File: src/rtl/rc_channel_map_and_scale_top_assert.svh
// Assertion macros used by the top level of the receiver channel mapper.
`ifndef RC_CHANNEL_MAP_AND_SCALE_TOP_ASSERT_SVH
`define RC_CHANNEL_MAP_AND_SCALE_TOP_ASSERT_SVH

// Same-cycle implication, checked outside reset.
`define RCMS_ASSERT_NOW(label, ante, cons, msg) \
  label: assert property (@(posedge clk) disable iff (rst) (ante) |-> (cons)) \
    else $error(msg);

// Next-cycle implication, checked outside reset.
`define RCMS_ASSERT_NEXT(label, ante, cons, msg) \
  label: assert property (@(posedge clk) disable iff (rst) (ante) |=> (cons)) \
    else $error(msg);

`endif

File: src/rtl/rcms_pkg.sv
// Package with types, constants and codes of the receiver channel mapper.
package rcms_pkg;

  localparam int NUM_FUNCS      = 4;
  localparam int FUNCTION_COUNT = 4;
  localparam int FRAME_SLOTS    = 16;
  localparam int FUNC_W         = 2;
  localparam int SLOT_W         = 5;
  localparam int REG_IDX_W      = 3;
  localparam int WR_DATA_W      = 39;
  localparam int QUO_W          = 32;
  localparam int DVS_W          = 16;
  localparam int CNT_W          = $clog2(QUO_W + 1);

  localparam logic [1:0] ST_OK    = 2'd0;
  localparam logic [1:0] ST_NOCFG = 2'd1;
  localparam logic [1:0] ST_NOCAL = 2'd2;
  localparam logic [1:0] ST_FLAT  = 2'd3;

  typedef struct packed {
    logic [15:0] slot_value;
    logic        end_of_frame;
  } slot_item_t;

  typedef struct packed {
    logic [1:0]         function_id;
    logic [15:0]        raw_reading;
    logic signed [15:0] scaled_value;
    logic [1:0]         status;
    logic               last_result;
  } result_item_t;

  typedef struct packed {
    logic [15:0]       max_duty;
    logic [15:0]       min_duty;
    logic              calibrated;
    logic              configured;
    logic [SLOT_W-1:0] slot;
  } setup_t;

  typedef struct packed {
    logic signed [15:0] span_max;
    logic signed [15:0] span_min;
  } span_t;

  typedef enum logic [2:0] {
    S_IDLE,
    S_LOAD,
    S_START,
    S_DIV,
    S_EMIT
  } state_t;

  typedef struct packed {
    logic              take;
    logic              load_ops;
    logic              div_start;
    logic              emit;
    logic [FUNC_W-1:0] func;
  } ctrl_cmd_t;

  typedef struct packed {
    logic div_busy;
    logic out_free;
  } dp_status_t;

endpackage

File: src/rtl/rcms_div.sv
// Restoring divider that yields one quotient bit per cycle.
module rcms_div (
  input  logic                       clk,
  input  logic                       rst,
  input  logic                       start,
  input  logic [rcms_pkg::QUO_W-1:0] dividend,
  input  logic [rcms_pkg::DVS_W-1:0] divisor,
  output logic                       busy,
  output logic [rcms_pkg::QUO_W-1:0] quotient
);
  import rcms_pkg::*;

  logic [CNT_W-1:0] count;
  logic [DVS_W-1:0] rem;
  logic [DVS_W-1:0] rem_next;
  logic [QUO_W-1:0] quo;
  logic [QUO_W-1:0] quo_next;
  logic [DVS_W-1:0] dvs;
  logic [DVS_W:0]   trial;
  logic [DVS_W:0]   diff;
  logic             ge;

  always_comb begin
    trial    = {rem, quo[QUO_W-1]};
    diff     = trial - {1'b0, dvs};
    ge       = trial >= {1'b0, dvs};
    rem_next = ge ? diff[DVS_W-1:0] : trial[DVS_W-1:0];
    quo_next = {quo[QUO_W-2:0], ge};
  end

  always_ff @(posedge clk) begin
    if (rst) begin
      count <= '0;
    end else if (start) begin
      count <= CNT_W'(QUO_W);
    end else if (count != '0) begin
      count <= count - 1'b1;
    end
  end

  always_ff @(posedge clk) begin
    if (start) begin
      rem <= '0;
      quo <= dividend;
      dvs <= divisor;
    end else if (count != '0) begin
      rem <= rem_next;
      quo <= quo_next;
    end
  end

  assign busy     = count != '0;
  assign quotient = quo;

endmodule

File: src/rtl/rcms_dp.sv
// Datapath: registers, raw store, multiplier, divider, clamp and result register.
module rcms_dp (
  input  logic                           clk,
  input  logic                           rst,
  input  logic                           wr_en,
  input  logic [rcms_pkg::REG_IDX_W-1:0] wr_index,
  input  logic [rcms_pkg::WR_DATA_W-1:0] wr_data,
  input  rcms_pkg::slot_item_t           slot,
  input  rcms_pkg::ctrl_cmd_t            cmd,
  output rcms_pkg::dp_status_t           status,
  output logic                           result_valid,
  input  logic                           result_stall,
  output rcms_pkg::result_item_t         result
);
  import rcms_pkg::*;

  setup_t            setup_reg [NUM_FUNCS];
  span_t             span_reg  [NUM_FUNCS];
  logic [15:0]       raw_store [NUM_FUNCS];
  logic [SLOT_W-1:0] slot_position;
  logic              in_frame;
  logic [NUM_FUNCS-1:0] match;

  setup_t             sel_setup;
  span_t              sel_span;
  logic signed [16:0] diff_v;
  logic signed [16:0] diff_raw;
  logic signed [16:0] diff_duty;

  logic signed [33:0] prod;
  logic signed [16:0] dd;
  logic [1:0]         code;
  logic [15:0]        raw_sel;
  logic signed [15:0] min_v;
  logic signed [15:0] lo;
  logic signed [15:0] hi;
  logic               neg;

  logic [33:0]        prod_mag;
  logic [16:0]        dd_mag;
  logic               div_busy;
  logic [QUO_W-1:0]   quotient;

  logic signed [33:0] q_s;
  logic signed [34:0] v;
  logic signed [15:0] clamped;
  logic               out_free;

  // Configuration writes.
  always_ff @(posedge clk) begin
    if (rst) begin
      for (int f = 0; f < NUM_FUNCS; f++) begin
        setup_reg[f] <= '0;
        span_reg[f]  <= '0;
      end
    end else if (wr_en) begin
      if (!wr_index[0]) begin
        setup_reg[wr_index[REG_IDX_W-1:1]] <= setup_t'(wr_data);
      end else begin
        span_reg[wr_index[REG_IDX_W-1:1]] <= span_t'(wr_data[31:0]);
      end
    end
  end

  // Slot latching into the raw store.
  always_comb begin
    in_frame = {1'b0, slot_position} < (SLOT_W + 1)'(FRAME_SLOTS);
    for (int f = 0; f < NUM_FUNCS; f++) begin
      match[f] = in_frame && (setup_reg[f].slot == slot_position);
    end
  end

  always_ff @(posedge clk) begin
    if (rst) begin
      slot_position <= '0;
      for (int f = 0; f < NUM_FUNCS; f++) begin
        raw_store[f] <= '0;
      end
    end else if (cmd.take) begin
      for (int f = 0; f < NUM_FUNCS; f++) begin
        if (match[f]) begin
          raw_store[f] <= slot.slot_value;
        end else if (slot_position == '0) begin
          raw_store[f] <= '0;
        end
      end
      if (slot.end_of_frame) begin
        slot_position <= '0;
      end else if (slot_position != '1) begin
        slot_position <= slot_position + 1'b1;
      end
    end
  end

  // Operand preparation and the product.
  always_comb begin
    sel_setup = setup_reg[cmd.func];
    sel_span  = span_reg[cmd.func];
    diff_v    = {sel_span.span_max[15], sel_span.span_max}
              - {sel_span.span_min[15], sel_span.span_min};
    diff_raw  = $signed({1'b0, raw_store[cmd.func]}) - $signed({1'b0, sel_setup.min_duty});
    diff_duty = $signed({1'b0, sel_setup.max_duty}) - $signed({1'b0, sel_setup.min_duty});
  end

  always_ff @(posedge clk) begin
    if (cmd.load_ops) begin
      prod  <= diff_v * diff_raw;
      dd    <= diff_duty;
      min_v <= sel_span.span_min;
      if (sel_span.span_min <= sel_span.span_max) begin
        lo <= sel_span.span_min;
        hi <= sel_span.span_max;
      end else begin
        lo <= sel_span.span_max;
        hi <= sel_span.span_min;
      end
      raw_sel <= sel_setup.configured ? raw_store[cmd.func] : 16'd0;
      if (!sel_setup.configured) begin
        code <= ST_NOCFG;
      end else if (!sel_setup.calibrated) begin
        code <= ST_NOCAL;
      end else if (sel_setup.max_duty == sel_setup.min_duty) begin
        code <= ST_FLAT;
      end else begin
        code <= ST_OK;
      end
    end
    if (cmd.div_start) begin
      neg <= prod[33] ^ dd[16];
    end
  end

  assign prod_mag = prod[33] ? 34'(-prod) : 34'(prod);
  assign dd_mag   = dd[16] ? 17'(-dd) : 17'(dd);

  rcms_div u_div (
    .clk      (clk),
    .rst      (rst),
    .start    (cmd.div_start),
    .dividend (prod_mag[QUO_W-1:0]),
    .divisor  (dd_mag[DVS_W-1:0]),
    .busy     (div_busy),
    .quotient (quotient)
  );

  // Sign restore, offset and clamp.
  always_comb begin
    q_s = neg ? -$signed({2'b00, quotient}) : $signed({2'b00, quotient});
    v   = $signed({{19{min_v[15]}}, min_v}) + $signed({q_s[33], q_s});
    if (v > $signed({{19{hi[15]}}, hi})) begin
      clamped = hi;
    end else if (v < $signed({{19{lo[15]}}, lo})) begin
      clamped = lo;
    end else begin
      clamped = v[15:0];
    end
  end

  assign out_free = !result_valid || !result_stall;

  always_ff @(posedge clk) begin
    if (rst) begin
      result_valid <= 1'b0;
    end else if (cmd.emit) begin
      result_valid <= 1'b1;
    end else if (!result_stall) begin
      result_valid <= 1'b0;
    end
  end

  always_ff @(posedge clk) begin
    if (cmd.emit) begin
      result.function_id  <= cmd.func;
      result.raw_reading  <= raw_sel;
      result.scaled_value <= (code == ST_OK) ? clamped : 16'sd0;
      result.status       <= code;
      result.last_result  <= cmd.func == FUNC_W'(FUNCTION_COUNT - 1);
    end
  end

  assign status.div_busy = div_busy;
  assign status.out_free = out_free;

endmodule

File: src/rtl/rcms_ctrl.sv
// Controller state machine that sequences slot intake and the per-channel conversions.
module rcms_ctrl (
  input  logic                 clk,
  input  logic                 rst,
  input  logic                 slot_valid,
  input  logic                 end_of_frame,
  output logic                 slot_stall,
  input  rcms_pkg::dp_status_t status,
  output rcms_pkg::ctrl_cmd_t  cmd
);
  import rcms_pkg::*;

  state_t            state;
  state_t            state_next;
  logic [FUNC_W-1:0] func;
  logic [FUNC_W-1:0] func_next;
  logic              last_func;

  assign last_func = func == FUNC_W'(FUNCTION_COUNT - 1);

  always_ff @(posedge clk) begin
    if (rst) begin
      state <= S_IDLE;
      func  <= '0;
    end else begin
      state <= state_next;
      func  <= func_next;
    end
  end

  always_comb begin
    state_next = state;
    func_next  = func;
    unique case (state)
      S_IDLE: begin
        if (slot_valid && end_of_frame) begin
          state_next = S_LOAD;
          func_next  = '0;
        end
      end
      S_LOAD: begin
        state_next = S_START;
      end
      S_START: begin
        state_next = S_DIV;
      end
      S_DIV: begin
        if (!status.div_busy) begin
          state_next = S_EMIT;
        end
      end
      S_EMIT: begin
        if (status.out_free) begin
          if (last_func) begin
            state_next = S_IDLE;
          end else begin
            state_next = S_LOAD;
            func_next  = func + 1'b1;
          end
        end
      end
      default: begin
        state_next = S_IDLE;
      end
    endcase
  end

  always_comb begin
    cmd.take      = 1'b0;
    cmd.load_ops  = 1'b0;
    cmd.div_start = 1'b0;
    cmd.emit      = 1'b0;
    cmd.func      = func;
    slot_stall    = 1'b1;
    unique case (state)
      S_IDLE: begin
        slot_stall = 1'b0;
        cmd.take   = slot_valid;
      end
      S_LOAD: begin
        cmd.load_ops = 1'b1;
      end
      S_START: begin
        cmd.div_start = 1'b1;
      end
      S_DIV: begin
      end
      S_EMIT: begin
        cmd.emit = status.out_free;
      end
      default: begin
      end
    endcase
  end

endmodule

File: src/rtl/rc_channel_map_and_scale_top.sv
// Top level of the receiver channel mapper with linear calibration and clamp.
// An ordinary slot request is taken while the controller is idle. A slot request
// that ends a frame starts one conversion per function channel; each has a step
// for operand load and multiply, one for divider start, a wait while the shared
// restoring divider runs its 32 steps and is seen idle, and a step for the clamp
// into the result register. Such a slot keeps the input side stalled through all
// of these conversions, also while the result side stalls. No slot is taken until
// the last result of the frame has been loaded into the result register.
`include "rc_channel_map_and_scale_top_assert.svh"

module rc_channel_map_and_scale_top (
  input  logic                           clk,
  input  logic                           rst,
  input  logic                           wr_en,
  input  logic [rcms_pkg::REG_IDX_W-1:0] wr_index,
  input  logic [rcms_pkg::WR_DATA_W-1:0] wr_data,
  input  logic                           slot_valid,
  output logic                           slot_stall,
  input  rcms_pkg::slot_item_t           slot,
  output logic                           result_valid,
  input  logic                           result_stall,
  output rcms_pkg::result_item_t         result
);
  import rcms_pkg::*;

  ctrl_cmd_t  cmd;
  dp_status_t dp_status;

  rcms_ctrl u_ctrl (
    .clk          (clk),
    .rst          (rst),
    .slot_valid   (slot_valid),
    .end_of_frame (slot.end_of_frame),
    .slot_stall   (slot_stall),
    .status       (dp_status),
    .cmd          (cmd)
  );

  rcms_dp u_dp (
    .clk          (clk),
    .rst          (rst),
    .wr_en        (wr_en),
    .wr_index     (wr_index),
    .wr_data      (wr_data),
    .slot         (slot),
    .cmd          (cmd),
    .status       (dp_status),
    .result_valid (result_valid),
    .result_stall (result_stall),
    .result       (result)
  );

  `RCMS_ASSERT_NEXT(a_eof_holds_input, slot_valid && !slot_stall && slot.end_of_frame, slot_stall, "End of frame did not stall the input.")
  `RCMS_ASSERT_NEXT(a_div_starts, cmd.div_start, dp_status.div_busy, "Divider failed to start.")
  `RCMS_ASSERT_NEXT(a_emit_shows, cmd.emit, result_valid, "Emitted result not presented.")
  `RCMS_ASSERT_NOW(a_bad_status_zero, result_valid && result.status != ST_OK, result.scaled_value == 16'sd0, "Nonzero status with nonzero value.")

endmodule
File: config.mk
export PLATFORM = sky130hd
export DESIGN_NAME = rc_channel_map_and_scale_top
export DESIGN_NICKNAME = d
export VERILOG_FILES = /design/src/rtl/rcms_pkg.sv /design/src/rtl/rcms_div.sv /design/src/rtl/rcms_dp.sv /design/src/rtl/rcms_ctrl.sv /design/src/rtl/rc_channel_map_and_scale_top.sv
export VERILOG_INCLUDE_DIRS = /design/src /design/src/rtl
export SDC_FILE = /design/constraint.sdc
export NUM_CORES = 2
export LEC_CHECK = 0
export BUFFER_PORTS_ARGS = -buffer_cell sky130_fd_sc_hd__buf_2
export CAP_MARGIN = 20
export CORE_UTILIZATION = 30
export CTS_CLUSTER_DIAMETER = 120
export DETAILED_ROUTE_END_ITERATION = 7
export SETUP_SLACK_MARGIN = 0.15
export SYNTH_ARGS = -nofsm -noshare
export SYNTH_HDL_FRONTEND = slang
export SYNTH_SLANG_ARGS = --single-unit
File: constraint.sdc
create_clock -name clk -period 10.8 [get_ports clk]
set_clock_uncertainty 0.1 [all_clocks]
set_input_delay 3.24 -clock clk [delete_from_list [all_inputs] [get_ports clk]]
set_output_delay 3.24 -clock clk [all_outputs]
set_load 0.02 [all_outputs]
==> results summary <==
The I/O pin total is roughly 100. The worst path in the final design needs a cycle of 10.14 ns, including I/O delays and setup. In this design, the stage delay of the slowest critical-path cell is 0.74 ns. The count of mapped cells out of synthesis is 3794. The count of yosys warnings during synthesis came out at 0.

The global-route wire length before repair came out at around 170000 um. The maximum number of pins on one net before global-route repair is between 70 and 80. The number of antenna violations at the first check in global routing is 14.

In the synthesized netlist the dominant register cell turns out to be edfxtp_1. Static timing analysis puts the maximum clock frequency at 98.6 MHz. The deepest clock path buffer count came out at 3. For this configuration, the core starts out at a cell density of 0.302.

The number of global-route vias before repair came out at 29.1k. The number of search-and-repair iterations in the first detailed-routing pass is 6. The sum of routed wire length over all layers came out at 111000 um. The number of inserted diodes came out at 0.

The worst setup path is of the register to register kind. The transition at the pin with the smallest max-transition slack came out at approximately 1.2 ns. The largest individual stage delay along the critical path comes from the cell or4b_2. After the first detailed-routing iteration, the DRC count stood at 2257. Once detailed placement completed, the half-perimeter wirelength came to around 84000 um. The chip width came out at between 300 and 400 um. For the worst-skew pair, the clock arrives at the later sink with an insertion delay of about 0.66 ns.

Dividing the synthesized area by the synthesized cell count gives approximately 11 sq um. TritonCTS built the clock tree. In the final timing run, aggregate negative setup slack is 0 ns. The CTS buffer count is 68. The count of maximum capacitance violations is 0. In the routed design, unresolved DRC markers number 0. The net count of the finished layout is between 4k and 5k. The number of cells traversed by the worst hold path came out at 0. The core region is 141000 sq um. Summing all placed instances gives a cell area of about 46000 sq um. The flip-flop count of the largest register after layout came out at between 150 and 200.

The number of pins exceeding their max-slew limit in the final report was 0. The hold slack is 0.308 ns. The final RePlAce weighted congestion came out at 0.918. The worst setup path is captured at a register. Counting flops with a built-in enable in the synthesized netlist gives 550. In this run the worst hold path is classified as register to register. Summing every instance area after synthesis gives between 40000 and 50000 sq um. The share of flip-flops with an asynchronous set or reset after synthesis came out at 0. In the layout the commonest cells are edfxtp_1 (550), inv_1 (481), and2_1 (400). In this run the worst path has a maximum fanout of 15.

The count of state elements after synthesis is between 500 and 600. STA classifies the critical path startpoint as a register. Setup repair after global routing left no endpoint under its margin. The clock net sink count came out at 585. The number of nets in the synthesized netlist is 4421. Of the cells placed in the final design, the portion with a size suffix greater than 1 is 0.110. The clock slew at the register clock pins of the worst setup and hold paths came out at approximately 0.060 ns. The number of library cell types mapped by synthesis is between 70 and 80. The post-layout instance area came out at 48000 sq um. Leaving out fill and tap cells, the most frequent cell in the layout is edfxtp_1. The number of vias per cell after detailed routing is a little under 5.

The final cycle utilization of the critical path came out at 0.939. For this run, the total global-route usage over all layers was measured as 0.157. The count of buffers from port buffering came out at 102. The count of final setup violators is 0. The final hold violation count came to 0. STA puts the critical path data arrival time at approximately 10 ns. For this block, the via count after detailed routing is 28.5k. The row count came out at 138. The final routed wire length divided by cell count came out at 18.9 um. The flow ran to the end, and the final reports show no timing, DRC or antenna violations. The area added between synthesis and finish is 12.3%. The sequential cell area fraction in the yosys report is 0.403. The number of hold buffers added after CTS was 0.

The cell count of the worst reg-to-reg path is 31. The die covers 144000 sq um. The required arrival time at the worst endpoint came out at around 11 ns. The number of routed nets with antenna violations is 0. The root buffer cell chosen for the clock tree is clkbuf_16.

The most common cell type on the critical path is fa_1. The total global routing overflow is 0. The relative max-transition margin is 0.218. The H-tree was split into 3 levels. The die is 379 um tall.
final timing paths:
check	startpoint	to	slack [ns]
setup / recovery	register	u_dp.prod[33]	0.66
hold / removal	u_dp.raw_sel[9]	u_dp.result[28]	0.31
setup reg to reg	register	u_dp.prod[33]	0.66
hold reg to reg	u_dp.raw_sel[9]	u_dp.result[28]	0.31
kinds of logic (layout without fill, tap and decap cells):
group,Yosys count,in the layout,synth area share
adder cells (fa/ha/maj),563,563,0.218
buffers and inverters,616,786,0.0552
AND/OR/NAND/NOR,1148,1148,0.142
AO/OA/AOI/OAI,526,526,0.0799
flip-flops,585,585,0.403
XOR/XNOR,211,211,0.0433
multiplexers,145,145,0.0589
area by class of cell:
class	count	area, sq um
tap	1890	2360
clock buffer	97	1860
timing repair buffer	184	1170
sequential	585	17200
fill	14088	93400
clock inverter	24	285
inverter	481	1810
multi-input combinational	2593	23300
per-stage QoR:
step	utilization	cells	setup slack [ns]
floorplan	-	3794	0.516
global placement	0.324	5729	0.773
detailed placement	0.324	5730	0.696
CTS	0.339	5851	0.659
global route	0.339	5854	0.182
finish	0.339	5854	0.660
metal layers:
metal | up-vias | part of all wire | global-route usage
met4 | 8 | 0.026 | 0.0456
met5 | - | 0.00046 | 0
met1 | 14233 | 0.44 | 0.213
met3 | 164 | 0.060 | 0.0229
li1 | 13288 | - | -
met2 | 785 | 0.47 | 0.258
cell usage after synthesis (all sizes together) (12+ instances only):
cell type / count / area share
and3: 15 / 0.0022
nor4: 14 / 0.0021
o21bai: 20 / 0.0035
nand2b: 45 / 0.0066
o21a: 19 / 0.0033
and2: 400 / 0.059
o31ai: 30 / 0.0056
dfxtp: 35 / 0.016
xor2: 66 / 0.014
xnor2: 145 / 0.030
or3: 27 / 0.0042
nor2: 192 / 0.017
inv: 481 / 0.042
nor3: 42 / 0.0049
mux4: 82 / 0.043
nand3: 39 / 0.0046
clkbuf: 120 / 0.011
buf: 15 / 0.0016
or4: 15 / 0.0030
a21oi: 125 / 0.015
mux2i: 33 / 0.0077
edfxtp: 550 / 0.39
a31oi: 30 / 0.0044
o41ai: 12 / 0.0026
nand2: 261 / 0.023
o2bb2ai: 17 / 0.0035
ha: 262 / 0.077
fa: 301 / 0.14
nor2b: 29 / 0.0042
mux2: 30 / 0.0079
a211oi: 21 / 0.0037
or2: 14 / 0.0021
o21ai: 126 / 0.015
a21o: 53 / 0.0093
nand4: 30 / 0.0044
worst max-delay path, delay by kind of cell, from the launching register on:
kind | cells | cell delay (ns)
xor gates and xnor gates | 1 | 0.09
adders and majority gates | 8 | 3.80
AOI/OAI and AO/OA | 12 | 2.95
buffers and inverters | 5 | 0.66
muxes | 1 | 0.56
DFF | 1 | 0.56
and+or+nand+nor | 4 | 1.16
repair_timing:
action	4_1_cts	5_1_grt
resized for setup	0	1
setup endpoints to repair	0	1
buffers inserted	0	0
Power is left out: the tool's default activity adds up to more than one toggle a clock period on the data nets, which glitch-free logic cannot reach.
